<file path="src/hdl/warning_message_priority_manager_top_assert.svh">
// Assertion macros shared by the warning message priority manager.
// Each macro expects signals named clk and rst_n in the enclosing module.
`ifndef WARNING_MESSAGE_PRIORITY_MANAGER_TOP_ASSERT_SVH
`define WARNING_MESSAGE_PRIORITY_MANAGER_TOP_ASSERT_SVH

// Same-cycle implication.
`define WMPM_ASSERT_NOW(lbl, ante, cons, msg) \
  lbl: assert property (@(posedge clk) disable iff (!rst_n) (ante) |-> (cons)) else $error(msg);

// Next-cycle implication.
`define WMPM_ASSERT_NEXT(lbl, ante, cons, msg) \
  lbl: assert property (@(posedge clk) disable iff (!rst_n) (ante) |=> (cons)) else $error(msg);

`endif

</file>
<file path="src/hdl/wmpm_pkg.sv">
package wmpm_pkg;

  // Fixed sizes of the block.
  localparam int MESSAGES   = 8;
  localparam int LAYOUTS    = 8;
  localparam int CYCLE_TIME = 10;
  localparam int TIMER_W    = 16;
  localparam int ALLOW_W    = 8;
  localparam int SLOT_W     = 3;
  localparam int LAY_SEL_W  = 3;
  localparam int CFG_IDX_W  = 3;
  localparam int CFG_DATA_W = 64;

  // Timer load offset and per-tick decrement.
  localparam logic [TIMER_W-1:0] TMR_LEAD = TIMER_W'(2 * CYCLE_TIME);
  localparam logic [TIMER_W-1:0] TMR_STEP = TIMER_W'(CYCLE_TIME);

  // Layout code that means no layout.
  localparam logic [3:0] LAYOUT_NONE = 4'hF;

  // Per-message state.
  typedef enum logic [2:0] {
    ST_INACTIVE    = 3'd0,
    ST_ACTIVE      = 3'd1,
    ST_BTN_CLEARED = 3'd2,
    ST_TMR_RUNNING = 3'd3,
    ST_TMR_DONE    = 3'd4,
    ST_CLEARED     = 3'd5
  } msg_state_t;

  // Clear mode of a message.
  typedef enum logic [1:0] {
    CLR_TRIGGER = 2'd0,
    CLR_TIMEOUT = 2'd1,
    CLR_BUTTON  = 2'd2,
    CLR_NONE    = 2'd3
  } clr_mode_t;

  // Configuration register indexes.
  typedef enum logic [CFG_IDX_W-1:0] {
    CFG_CLEAR_MODES    = 3'd0,
    CFG_RECURRING_MASK = 3'd1,
    CFG_TIMEOUTS_LOW   = 3'd2,
    CFG_TIMEOUTS_HIGH  = 3'd3,
    CFG_LAYOUT_ALLOW   = 3'd4
  } cfg_idx_t;

  // Control broadcast from the top level to every lane.
  typedef struct packed {
    logic                 step;
    logic                 clear_all;
    logic                 layout_ok;
    logic [LAY_SEL_W-1:0] layout_sel;
    logic                 button;
  } lane_ctl_t;

  // Shown message after a tick, produced by the merge stage.
  typedef struct packed {
    logic              valid;
    logic [SLOT_W-1:0] slot;
    logic              changed;
  } merge_res_t;

endpackage

</file>
<file path="src/hdl/wmpm_in_if.sv">
interface wmpm_in_if;
  import wmpm_pkg::*;

  logic              valid;
  logic              ready;
  logic              ignition_on;
  logic signed [3:0] layout_id;
  logic [7:0]        trigger_mask;
  logic              clear_button;

  modport source (output valid, ignition_on, layout_id, trigger_mask, clear_button,
                  input ready);
  modport sink (input valid, ignition_on, layout_id, trigger_mask, clear_button,
                output ready);
endinterface

</file>
<file path="src/hdl/wmpm_out_if.sv">
interface wmpm_out_if;
  import wmpm_pkg::*;

  logic              valid;
  logic              ready;
  logic              showing;
  logic [SLOT_W-1:0] shown_index;
  logic              display_changed;
  logic              running;

  modport source (output valid, showing, shown_index, display_changed, running,
                  input ready);
  modport sink (input valid, showing, shown_index, display_changed, running,
                output ready);
endinterface

</file>
<file path="src/hdl/wmpm_cfg_if.sv">
interface wmpm_cfg_if;
  import wmpm_pkg::*;

  logic                  valid;
  logic                  ready;
  logic [CFG_IDX_W-1:0]  index;
  logic [CFG_DATA_W-1:0] data;

  modport source (output valid, index, data, input ready);
  modport sink (input valid, index, data, output ready);
endinterface

</file>
<file path="src/hdl/warning_message_priority_manager_top.sv">
// Result: a result is registered and is valid in the cycle after its tick request is accepted.
// Throughput: one tick per cycle; all eight message lanes and the priority
// merge evaluate combinationally in the accepting cycle, and the result register
// frees as it is taken, so input ready stalls only while a result waits.
// Reset: rst_n is synchronous and active low; it stops run mode, sets every
// message inactive, clears the shown message and the registers, and empties the output.
module warning_message_priority_manager_top
  import wmpm_pkg::*;
(
  input  logic   clk,
  input  logic   rst_n,
  wmpm_in_if.sink    in_ch,
  wmpm_out_if.source out_ch,
  wmpm_cfg_if.sink   cfg_ch
);

`include "warning_message_priority_manager_top_assert.svh"

  // Configuration registers.
  logic [2*MESSAGES-1:0]  clear_modes_r;
  logic [MESSAGES-1:0]    recurring_mask_r;
  logic [CFG_DATA_W-1:0]  timeouts_low_r;
  logic [CFG_DATA_W-1:0]  timeouts_high_r;
  logic [CFG_DATA_W-1:0]  layout_allow_r;

  logic                   run_mode_r, run_mode_nxt;
  logic                   out_valid_r;
  logic                   out_showing_r;
  logic [SLOT_W-1:0]      out_index_r;
  logic                   out_changed_r;
  logic                   out_running_r;

  logic                   in_acc;
  logic [3:0]             lay_raw;
  logic [3:0]             lay_mag;
  lane_ctl_t              ctl;
  logic [MESSAGES-1:0]    show;
  merge_res_t             res;
  logic [2*CFG_DATA_W-1:0] timeouts_all;

  assign cfg_ch.ready = 1'b1;

  // Configuration write decode.
  always_ff @(posedge clk) begin
    if (!rst_n) begin
      clear_modes_r    <= '0;
      recurring_mask_r <= '0;
      timeouts_low_r   <= '0;
      timeouts_high_r  <= '0;
      layout_allow_r   <= '0;
    end else if (cfg_ch.valid) begin
      unique case (cfg_ch.index)
        CFG_CLEAR_MODES:    clear_modes_r    <= cfg_ch.data[2*MESSAGES-1:0];
        CFG_RECURRING_MASK: recurring_mask_r <= cfg_ch.data[MESSAGES-1:0];
        CFG_TIMEOUTS_LOW:   timeouts_low_r   <= cfg_ch.data;
        CFG_TIMEOUTS_HIGH:  timeouts_high_r  <= cfg_ch.data;
        CFG_LAYOUT_ALLOW:   layout_allow_r   <= cfg_ch.data;
        default: ;
      endcase
    end
  end

  // A new tick is taken whenever the result register is free or draining.
  assign in_ch.ready = !out_valid_r || out_ch.ready;
  assign in_acc      = in_ch.valid && in_ch.ready;

  // Layout magnitude; a negative layout uses its magnitude.
  assign lay_raw = in_ch.layout_id;
  assign lay_mag = lay_raw[3] ? 4'(5'd16 - {1'b0, lay_raw}) : lay_raw;

  // Lane control for this tick.
  always_comb begin
    ctl.step       = in_acc && run_mode_r && in_ch.ignition_on;
    ctl.clear_all  = in_acc && !run_mode_r && in_ch.ignition_on;
    ctl.layout_ok  = (lay_raw != LAYOUT_NONE) && !lay_mag[3] && (int'(lay_mag) < LAYOUTS);
    ctl.layout_sel = lay_mag[LAY_SEL_W-1:0];
    ctl.button     = in_ch.clear_button;
  end

  // Run mode follows ignition on each accepted tick.
  assign run_mode_nxt = in_acc ? in_ch.ignition_on : run_mode_r;

  always_ff @(posedge clk) begin
    if (!rst_n) begin
      run_mode_r <= 1'b0;
    end else begin
      run_mode_r <= run_mode_nxt;
    end
  end

  assign timeouts_all = {timeouts_high_r, timeouts_low_r};

  // One lane per message.
  for (genvar m = 0; m < MESSAGES; m++) begin : g_lane
    wmpm_lane u_lane (
      .clk     (clk),
      .rst_n   (rst_n),
      .ctl     (ctl),
      .trig    (in_ch.trigger_mask[m]),
      .rec     (recurring_mask_r[m]),
      .mode    (clr_mode_t'(clear_modes_r[2*m +: 2])),
      .timeout (timeouts_all[TIMER_W*m +: TIMER_W]),
      .allow   (layout_allow_r[ALLOW_W*m +: ALLOW_W]),
      .show    (show[m])
    );
  end

  // Priority merge across lanes.
  wmpm_merge u_merge (
    .clk   (clk),
    .rst_n (rst_n),
    .step  (ctl.step),
    .show  (show),
    .res   (res)
  );

  // Result register.
  always_ff @(posedge clk) begin
    if (!rst_n) begin
      out_valid_r <= 1'b0;
    end else if (in_acc) begin
      out_valid_r <= 1'b1;
    end else if (out_ch.ready) begin
      out_valid_r <= 1'b0;
    end
  end

  always_ff @(posedge clk) begin
    if (in_acc) begin
      out_showing_r <= res.valid;
      out_index_r   <= res.slot;
      out_changed_r <= res.changed;
      out_running_r <= run_mode_nxt;
    end
  end

  assign out_ch.valid           = out_valid_r;
  assign out_ch.showing         = out_showing_r;
  assign out_ch.shown_index     = out_index_r;
  assign out_ch.display_changed = out_changed_r;
  assign out_ch.running         = out_running_r;

  // Checks on the tick sequencing.
  `WMPM_ASSERT_NEXT(a_result_follows_tick, in_acc, out_valid_r, "no result after an accepted tick")
  `WMPM_ASSERT_NEXT(a_no_change_when_off, in_acc && !run_mode_r, !out_changed_r, "display change reported outside run mode")
  `WMPM_ASSERT_NOW(a_index_zero_when_blank, out_valid_r && !out_showing_r, out_index_r == '0, "index nonzero with nothing shown")
  `WMPM_ASSERT_NOW(a_running_matches_mode, out_valid_r, out_running_r == run_mode_r, "reported run mode differs from run mode")

endmodule

</file>
<file path="src/hdl/wmpm_lane.sv">
module wmpm_lane
  import wmpm_pkg::*;
(
  input  logic               clk,
  input  logic               rst_n,
  input  lane_ctl_t          ctl,
  input  logic               trig,
  input  logic               rec,
  input  clr_mode_t          mode,
  input  logic [TIMER_W-1:0] timeout,
  input  logic [ALLOW_W-1:0] allow,
  output logic               show
);

  msg_state_t         state_r, state_nxt;
  logic [TIMER_W-1:0] timer_r, timer_nxt;
  logic               allowed;

  assign allowed = ctl.layout_ok && allow[ctl.layout_sel];

  // Next state and timer of this message.
  always_comb begin
    state_nxt = state_r;
    timer_nxt = timer_r;
    unique case (state_r)
      ST_INACTIVE: begin
        if (allowed && trig) state_nxt = ST_ACTIVE;
      end
      ST_ACTIVE: begin
        case (mode)
          CLR_TRIGGER: begin
            if (!trig) state_nxt = ST_INACTIVE;
          end
          CLR_TIMEOUT: begin
            timer_nxt = (timeout > TMR_LEAD) ? timeout - TMR_LEAD : '0;
            state_nxt = ST_TMR_RUNNING;
          end
          CLR_BUTTON: begin
            if (ctl.button) state_nxt = rec ? ST_BTN_CLEARED : ST_CLEARED;
          end
          default: ;
        endcase
      end
      ST_BTN_CLEARED, ST_TMR_DONE: begin
        if (!trig) state_nxt = ST_INACTIVE;
      end
      ST_TMR_RUNNING: begin
        if (timer_r <= TMR_STEP) begin
          timer_nxt = '0;
          state_nxt = rec ? ST_TMR_DONE : ST_CLEARED;
        end else begin
          timer_nxt = timer_r - TMR_STEP;
        end
      end
      default: ;
    endcase
  end

  // Display request of this message during the tick.
  always_comb begin
    show = 1'b0;
    unique case (state_r)
      ST_INACTIVE:    show = allowed && trig;
      ST_ACTIVE: begin
        case (mode)
          CLR_TRIGGER: show = trig;
          CLR_TIMEOUT: show = 1'b1;
          CLR_BUTTON:  show = !ctl.button;
          default:     show = 1'b0;
        endcase
      end
      ST_TMR_RUNNING: show = (timer_r > TMR_STEP);
      default:        show = 1'b0;
    endcase
  end

  // Message state register.
  always_ff @(posedge clk) begin
    if (!rst_n) begin
      state_r <= ST_INACTIVE;
    end else if (ctl.clear_all) begin
      state_r <= ST_INACTIVE;
    end else if (ctl.step) begin
      state_r <= state_nxt;
    end
  end

  // Countdown timer; only read after it has been loaded.
  always_ff @(posedge clk) begin
    if (ctl.step) begin
      timer_r <= timer_nxt;
    end
  end

endmodule

</file>
<file path="src/hdl/wmpm_merge.sv">
module wmpm_merge
  import wmpm_pkg::*;
(
  input  logic                clk,
  input  logic                rst_n,
  input  logic                step,
  input  logic [MESSAGES-1:0] show,
  output merge_res_t          res
);

  logic              shown_valid_r, shown_valid_nxt;
  logic [SLOT_W-1:0] shown_slot_r, shown_slot_nxt;
  logic              found;
  logic [SLOT_W-1:0] pick;
  logic              changed;

  // Lowest-index lane that asks for display wins.
  always_comb begin
    found = 1'b0;
    pick  = '0;
    for (int m = MESSAGES - 1; m >= 0; m--) begin
      if (show[m]) begin
        found = 1'b1;
        pick  = SLOT_W'(m);
      end
    end
  end

  // Change detection against the message shown before this tick.
  always_comb begin
    changed         = step && ((found != shown_valid_r) ||
                               (found && (pick != shown_slot_r)));
    shown_valid_nxt = changed ? found : shown_valid_r;
    shown_slot_nxt  = changed ? (found ? pick : '0) : shown_slot_r;
  end

  assign res.valid   = shown_valid_nxt;
  assign res.slot    = shown_slot_nxt;
  assign res.changed = changed;

  // Shown message register.
  always_ff @(posedge clk) begin
    if (!rst_n) begin
      shown_valid_r <= 1'b0;
      shown_slot_r  <= '0;
    end else begin
      shown_valid_r <= shown_valid_nxt;
      shown_slot_r  <= shown_slot_nxt;
    end
  end

endmodule

</file>
<file path="src/flat_wrapper.sv">
// flat-port wrapper written by rule: the top's interface ports become plain ports
module warning_message_priority_manager_top_flat import wmpm_pkg::*;
  (clk, rst_n, in_ch_valid, in_ch_ignition_on, in_ch_layout_id, in_ch_trigger_mask, in_ch_clear_button, in_ch_ready, out_ch_valid, out_ch_showing, out_ch_shown_index, out_ch_display_changed, out_ch_running, out_ch_ready, cfg_ch_valid, cfg_ch_index, cfg_ch_data, cfg_ch_ready);
  wmpm_in_if in_ch_i ();
  wmpm_out_if out_ch_i ();
  wmpm_cfg_if cfg_ch_i ();
  input  logic clk;
  input  logic rst_n;
  input wire logic [$bits(in_ch_i.valid)-1:0] in_ch_valid;
  input wire logic [$bits(in_ch_i.ignition_on)-1:0] in_ch_ignition_on;
  input wire logic [$bits(in_ch_i.layout_id)-1:0] in_ch_layout_id;
  input wire logic [$bits(in_ch_i.trigger_mask)-1:0] in_ch_trigger_mask;
  input wire logic [$bits(in_ch_i.clear_button)-1:0] in_ch_clear_button;
  output wire logic [$bits(in_ch_i.ready)-1:0] in_ch_ready;
  output wire logic [$bits(out_ch_i.valid)-1:0] out_ch_valid;
  output wire logic [$bits(out_ch_i.showing)-1:0] out_ch_showing;
  output wire logic [$bits(out_ch_i.shown_index)-1:0] out_ch_shown_index;
  output wire logic [$bits(out_ch_i.display_changed)-1:0] out_ch_display_changed;
  output wire logic [$bits(out_ch_i.running)-1:0] out_ch_running;
  input wire logic [$bits(out_ch_i.ready)-1:0] out_ch_ready;
  input wire logic [$bits(cfg_ch_i.valid)-1:0] cfg_ch_valid;
  input wire logic [$bits(cfg_ch_i.index)-1:0] cfg_ch_index;
  input wire logic [$bits(cfg_ch_i.data)-1:0] cfg_ch_data;
  output wire logic [$bits(cfg_ch_i.ready)-1:0] cfg_ch_ready;
  assign in_ch_i.valid = in_ch_valid;
  assign in_ch_i.ignition_on = in_ch_ignition_on;
  assign in_ch_i.layout_id = in_ch_layout_id;
  assign in_ch_i.trigger_mask = in_ch_trigger_mask;
  assign in_ch_i.clear_button = in_ch_clear_button;
  assign in_ch_ready = in_ch_i.ready;
  assign out_ch_valid = out_ch_i.valid;
  assign out_ch_showing = out_ch_i.showing;
  assign out_ch_shown_index = out_ch_i.shown_index;
  assign out_ch_display_changed = out_ch_i.display_changed;
  assign out_ch_running = out_ch_i.running;
  assign out_ch_i.ready = out_ch_ready;
  assign cfg_ch_i.valid = cfg_ch_valid;
  assign cfg_ch_i.index = cfg_ch_index;
  assign cfg_ch_i.data = cfg_ch_data;
  assign cfg_ch_ready = cfg_ch_i.ready;
  warning_message_priority_manager_top u_core (.clk(clk), .rst_n(rst_n), .in_ch(in_ch_i), .out_ch(out_ch_i), .cfg_ch(cfg_ch_i));
endmodule
</file>
<file path="config.mk">
export PLATFORM = sky130hd
export DESIGN_NAME = warning_message_priority_manager_top_flat
export DESIGN_NICKNAME = d
export VERILOG_FILES = /design/src/hdl/wmpm_pkg.sv /design/src/hdl/wmpm_in_if.sv /design/src/hdl/wmpm_out_if.sv /design/src/hdl/wmpm_cfg_if.sv /design/src/hdl/warning_message_priority_manager_top.sv /design/src/hdl/wmpm_lane.sv /design/src/hdl/wmpm_merge.sv /design/src/flat_wrapper.sv
export VERILOG_INCLUDE_DIRS = /design/src /design/src/hdl
export SDC_FILE = /design/constraint.sdc
export NUM_CORES = 1
export LEC_CHECK = 0
export ABC_AREA = 1
export BUFFER_PORTS_ARGS = -buffer_cell sky130_fd_sc_hd__buf_4
export CAP_MARGIN = 20
export CORE_ASPECT_RATIO = 1.75
export CORE_UTILIZATION = 25
export CTS_BUF_LIST = sky130_fd_sc_hd__clkbuf_4 sky130_fd_sc_hd__clkbuf_8
export CTS_CLUSTER_SIZE = 20
export DETAILED_ROUTE_END_ITERATION = 10
export SETUP_SLACK_MARGIN = 0.02
export SLEW_MARGIN = 20
export SYNTH_ARGS = -nofsm -noshare
export SYNTH_HDL_FRONTEND = slang
export SYNTH_SLANG_ARGS = --single-unit
export TNS_END_PERCENT = 5
</file>
<file path="constraint.sdc">
create_clock -name clk -period 3.1 [get_ports clk]
set_input_delay 0.31 -clock clk [delete_from_list [all_inputs] [get_ports clk]]
set_output_delay 0.31 -clock clk [all_outputs]
set_load 0.03 [all_outputs]
</file>
# Yosys cells after proc, flatten, opt, wreduce, memory -nomap -nowiden
# Index checks and enable logic that the tools add are counted.
# classes
n_addsub	17
n_lt_le_gt_ge	26
eq_ne	95
n_mux	151
bitwise	1
n_reduce_logical	95
# op_table
cell	count
two-way mux 16 bit	24
one-hot mux 16 bit (2 select lines)	8
two-way mux 3 bit	50
greater-than comparator 16 x 4 -> 1 bit, second input constant	8
greater-than comparator 16 x 5 -> 1 bit, second input constant	8
less-or-equal comparator 16 x 4 -> 1 bit, second input constant	8
subtractor 16 x 4 -> 16 bit, second input constant	8
subtractor 16 x 5 -> 16 bit, second input constant	8
one-hot mux 3 bit (4 select lines)	8
one-hot mux 3 bit (3 select lines)	8
== test 3 x 2 -> 1 bit, second input constant	18
!= test 2 bit, second input constant	24
one-hot mux 1 bit (3 select lines)	16
AND reduction 6 bit	8
!= test 4 bit, second input constant	9
nonzero test 4 bit	8
two-way mux 1 bit	28
== test 3 x 1 -> 1 bit, second input constant	9
== test 3 bit, second input constant	9
logical NOT 3 bit	9
logical AND 1 bit	25
binary-select mux 1 bit (select 3 bit)	8
!= test 3 bit, second input constant	8
AND reduction 3 bit	8
15 further kinds	60
# word_totals
register_bits	380
word_cells	414

# Depth between registers and ports, before layout
# logic_depth
word_depth	21
depth_mapped	26
ltp_nobuf	24

# Modules after synthesis
# A second synthesis with hierarchy kept.
# hier_totals
hier_cells	3348
hier_area_um2	23490.0
# by_module_without_submodules
module	n_inst	cells_each	area_each_um2	seq_area_each_um2
warning_message_priority_manager_top	1	1286	8961.1	4544.4
wmpm_lane (u_core.g_lane[1].u_lane ...)	4	247	1767.9	540.5
wmpm_lane (u_core.g_lane[5].u_lane ...)	2	245	1766.7	540.5
wmpm_lane (u_core.g_lane[7].u_lane)	1	265	1790.5	540.5
wmpm_lane (u_core.g_lane[0].u_lane)	1	247	1727.9	540.5
wmpm_merge	1	72	405.4	80.1

# Worst setup path before layout
# Ideal clock, no wire load.
# synth_timing
kind	register -> register
from	register u_core.out_valid_r, in the netlist u_core.out_ch.valid
to	register u_core.g_lane[2].u_lane.timer_r[10], enable pin
setup_time_ps	406
t_arrival_ps	2848
required_time_ps	2694
slack_ps	-154
stages_incl_launch_ff	9
period_less_slack_ps	3254
path_cell_list	dfxtp_1 > nand2_1 > nand2_1 > inv_1 > nand2_1 > nor2_2 > inv_2 > buf_1 > nor3_1
# synth_between
elab_chain_cells	6
# synth_rtl
item	line	source
start, declared	warning_message_priority_manager_top.sv:27	logic out_valid_r;
start signal, assigned	warning_message_priority_manager_top.sv:120	out_valid_r <= 1'b0;
start signal, assigned	warning_message_priority_manager_top.sv:122	out_valid_r <= 1'b1;
start signal, assigned	warning_message_priority_manager_top.sv:124	out_valid_r <= 1'b0;
logical NOT 1 bit	warning_message_priority_manager_top.sv:64	assign in_ch.ready = !out_valid_r || out_ch.ready;
logical OR 1 bit	warning_message_priority_manager_top.sv:64	
via in_ch_ready	flat_wrapper.sv:14	output wire logic [$bits(in_ch_i.ready)-1:0] in_ch_ready;
logical AND 1 bit	warning_message_priority_manager_top.sv:65	assign in_acc = in_ch.valid && in_ch.ready;
via u_core.in_acc	warning_message_priority_manager_top.sv:33	logic in_acc;
logical AND 1 bit (2 in a row)	warning_message_priority_manager_top.sv:73	ctl.step = in_acc && run_mode_r && in_ch.ignition_on;
AND reduction 3 bit (no line)	n/a	
end signal, assigned	wmpm_lane.sv:91	timer_r <= timer_nxt;
end, declared	wmpm_lane.sv:16	logic [TIMER_W-1:0] timer_r, timer_nxt;
# The timed path passes the listed nets, and every way through them passes these cells.
# A chain may end at the register's enable or synchronous reset.

==> run metrics <==
Fmax achieved 391 MHz; P&R area growth vs syn 19.5%; reg-to-reg setup timing slack ~0.54 ns; initial antenna violation count 7; largest net degree at the start of global routing 129; Synth cell types 59; CTS Buffer Depth 3; die width 220 um; Core ar. 82,100 um2; nets@finish around 3,000; H-tree Lvls 2; Syn Inst Count about 2,700; Overflow after GRT 0; HP Class in -> reg; gpl congestion around 0.87; per-cell routed wire length 16.0 um; fin crit share 0.824; Worst-Margin Slew 0.690 ns; sequential-to-total area share from yosys stat 0.431; worst hold start in_ch_trigger_mask[7]; R2R Path End u_core.out_ch.shown_index[1]; drt drc 18; worst r2r src u_core.g_lane[3].u_lane.timer_r[4]; fin cells 3,979; DRT iter0 DRCs 1,017; IO Count 95; Final Hold Fails 0; status complete, but fails checks; maxcap violations 0; hold_ws 0.0751 ns; Worst Hold Depth 5; via count 18,500; largest family of logic cells by synthesized area simple AND/OR/NAND/NOR gates; Routed WL 63.8 mm; Rows 139; XOR/XNOR Fraction of Synth Area 0.0738; CP Class reg -> reg; worst relative slew slack 0.540; layout cell share with drive strength beyond 1 0.103; Die Y 383 um; crit path DAT approximately 3 ns; Synth Warn # 0; Post-Synth Adder-Cell Area 0.0349; peak supply drop 0.293 mV; TritonRoute pass-1 iters 9; fin crit period 2.56 ns; Final Setup Violations 0; Num CTS Buffers 59; power consumption 0.0118 W; Clock Sinks 380; RSZ-0062 raised after global routing false; Post-Synth Simple-Gate Area 0.202; CP endpoint kind register; IO Port Bufs 93; first-pass GRT wire length 98.6 mm; Clock Skew between 0.05 and 0.06 ns; Critical Path Fanout Max 4; mux contribution to synthesized area 0; Starting Density 0.253; Root Driver clkbuf_8; DP Cell Count 3,791; flops & latches, synth 380; crit path launch u_core.g_lane[3].u_lane.timer_r[4]; failing checks DRC; Slew Limit Fails 0; Syn Area/Cell 7.69 um2; cells on worst reg2reg path 16; final antenna-violating net count 0; TritonCTS clock tree done; Startpoint Class register; leakage power 9.85 nW; vias in the first global route 18,600; syn_nets 2,845; Clk Latency, worst-skew pair 0.70 ns; pwr/cell area 476 nW/um2; clock-pin transition on the worst setup and hold timing paths 0.07 ns; Tot GR Track Use 0.151; detailed placer's ending HPWL 48.4 mm; Cell Area, Synth 20,800 um2; Worst EP required 3.56 ns; die area 84,300 um2; fraction of the mapped netlist area in compound gates 0.174; drt via density 4.64; Hold Path End u_core.g_lane[7].u_lane.state_r[1]
==> repair_timing <==
| action | CTS | global route |
|---|---|---|
| hold buffers | 73 | 0 |
| setup endpoints to repair | 0 | 0 |
| setup buffers | 0 | 0 |
| resized for setup | 0 | 0 |
| endpoints found under the hold margin | 216 | 0 |
==> registers in the layout, summed over array words and instances, names as in the netlist, 3 cells and up <==
signal / flops
u_core.clear_modes_r: 16
u_core.g_lane.u_lane.state_r: 24
u_core.timeouts_low_r: 64
u_core.out_ch.shown_index: 3
u_core.g_lane.u_lane.timer_r: 128
u_core.layout_allow_r: 64
u_core.recurring_mask_r: 8
u_core.u_merge.shown_slot_r: 3
u_core.timeouts_high_r: 64
==> critical path, cell delays in order, from the launching register on <==
cell and delay, ns:
edfxtp_1 0.45, nor2_1 0.13, nand2_1 0.12, nor2_1 0.13
nand3_1 0.20, a21oi_1 0.27, nand2_1 0.13, nor2_2 0.15
nand3_1 0.09, nand2_1 0.08, nand3_2 0.06, nor2_2 0.13
nand3_2 0.12, nand2_2 0.11, nand2_1 0.05, nand2_1 0.07
inv_1 0.04
==> synthesized netlist by cell type, drive strengths merged <==
cell | n | area (um2)
a2111oi | 3 | 26.3
a211oi | 20 | 150
a21boi | 1 | 7.51
a21oi | 195 | 991
a311oi | 6 | 52.6
a31o | 1 | 8.76
a31oi | 5 | 31.3
and2 | 1 | 6.26
and3 | 1 | 6.26
buf | 11 | 114
clkbuf | 86 | 323
conb | 1 | 3.75
dfxtp | 246 | 4920
edfxtp | 134 | 4020
ha | 58 | 726
inv | 346 | 1310
nand2 | 313 | 1220
nand3 | 83 | 430
nand3b | 5 | 37.5
nand4 | 25 | 163
nor2 | 456 | 1740
nor3 | 69 | 355
nor3b | 3 | 22.5
nor4 | 19 | 119
o2111ai | 1 | 8.76
o211ai | 3 | 22.5
o21a | 4 | 30.0
o21ai | 293 | 1490
o21bai | 2 | 18.8
o221ai | 1 | 8.76
o22ai | 110 | 688
o311ai | 1 | 8.76
o31ai | 1 | 7.51
o32ai | 8 | 70.1
or2 | 12 | 75.1
or3 | 1 | 6.26
or3b | 1 | 8.76
xnor2 | 52 | 455
xor2 | 123 | 1080
==> layout by cell type (no fill, tap or decap), types with 19 or more instances in the layout <==
| master | netlist | layout |
|---|---|---|
| xnor2_1 | 52 | 52 |
| nand4_1 | 24 | 24 |
| nand2_1 | 299 | 299 |
| nor2_1 | 447 | 447 |
| nor4_1 | 19 | 19 |
| buf_4 | 3 | 124 |
| nor3_1 | 67 | 65 |
| edfxtp_1 | 134 | 134 |
| clkbuf_4 | 0 | 22 |
| o22ai_1 | 110 | 110 |
| clkbuf_8 | 0 | 74 |
| a211oi_1 | 20 | 20 |
| o21ai_0 | 281 | 281 |
| ha_1 | 58 | 58 |
| dfxtp_1 | 246 | 246 |
| a21oi_1 | 193 | 193 |
| inv_1 | 340 | 340 |
| xor2_1 | 123 | 123 |
| dlygate4sd3_1 | 0 | 73 |
| nand3_1 | 80 | 77 |
==> per-stage QoR <==
step / worst slack, ns / TNS, ns / cell area, um2 / utilization
after floorplan: -0.154 / -4.63 / 20800 / -
after global placement: 0.411 / 0 / 22800 / 0.277
after detailed placement: 0.402 / 0 / 22800 / 0.277
after CTS: 0.475 / 0 / 24800 / 0.302
after global routing: 0.204 / 0 / 24800 / 0.302
final: 0.544 / 0 / 24800 / 0.302
==> kinds of logic after synthesis <==
group                      after synthesis
AOI/OAI and AO/OA                      655
other                                    1
buffers and inverters                  443
and+or+nand+nor                        989
adders and majority gates               58
xor gates and xnor gates               175
DFF                                    380
==> power breakdown <==
part           switching [W]  internal, W
Sequential         0.0000798      0.00535
Combinational        0.00102     0.000627
Clock                0.00214      0.00260
==> worst max-delay path by stage <==
stage | to | slack (ns) | cells past startpoint
2_1_floorplan | u_core.g_lane[2].u_lane.timer_r[10] | -0.15 | 8
3_3_place_gp | u_core.out_ch.shown_index[1] | 0.41 | 20
3_5_place_dp | u_core.out_ch.shown_index[1] | 0.40 | 20
4_1_cts | u_core.out_ch.shown_index[1] | 0.47 | 15
5_1_grt | u_core.g_lane[2].u_lane.timer_r[15] | 0.20 | 15
6_report | u_core.out_ch.shown_index[1] | 0.54 | 16
==> area by class of cell <==
| cell class | instances | area [um2] |
|---|---|---|
| inverters | 346 | 1310 |
| clock inverters | 16 | 150 |
| fillers | 8833 | 57300 |
| flip-flops and latches | 380 | 8950 |
| repair buffers | 203 | 1770 |
| multi-input cells | 1878 | 10100 |
| well taps | 1057 | 1320 |
| clock buffers | 96 | 1180 |
| diodes | 3 | 7.51 |
==> per-layer routing <==
| layer | GRT usage | vias to the layer above | share of wire |
|---|---|---|---|
| met1 | 0.156 | 8547 | 0.38 |
| met2 | 0.290 | 413 | 0.53 |
| li1 | - | 9342 | - |
| met4 | 0.0773 | 4 | 0.049 |
| met5 | 0 | - | 0.00038 |
| met3 | 0.0202 | 159 | 0.039 |
No activity file was read; power rests on OpenSTA's default activity.
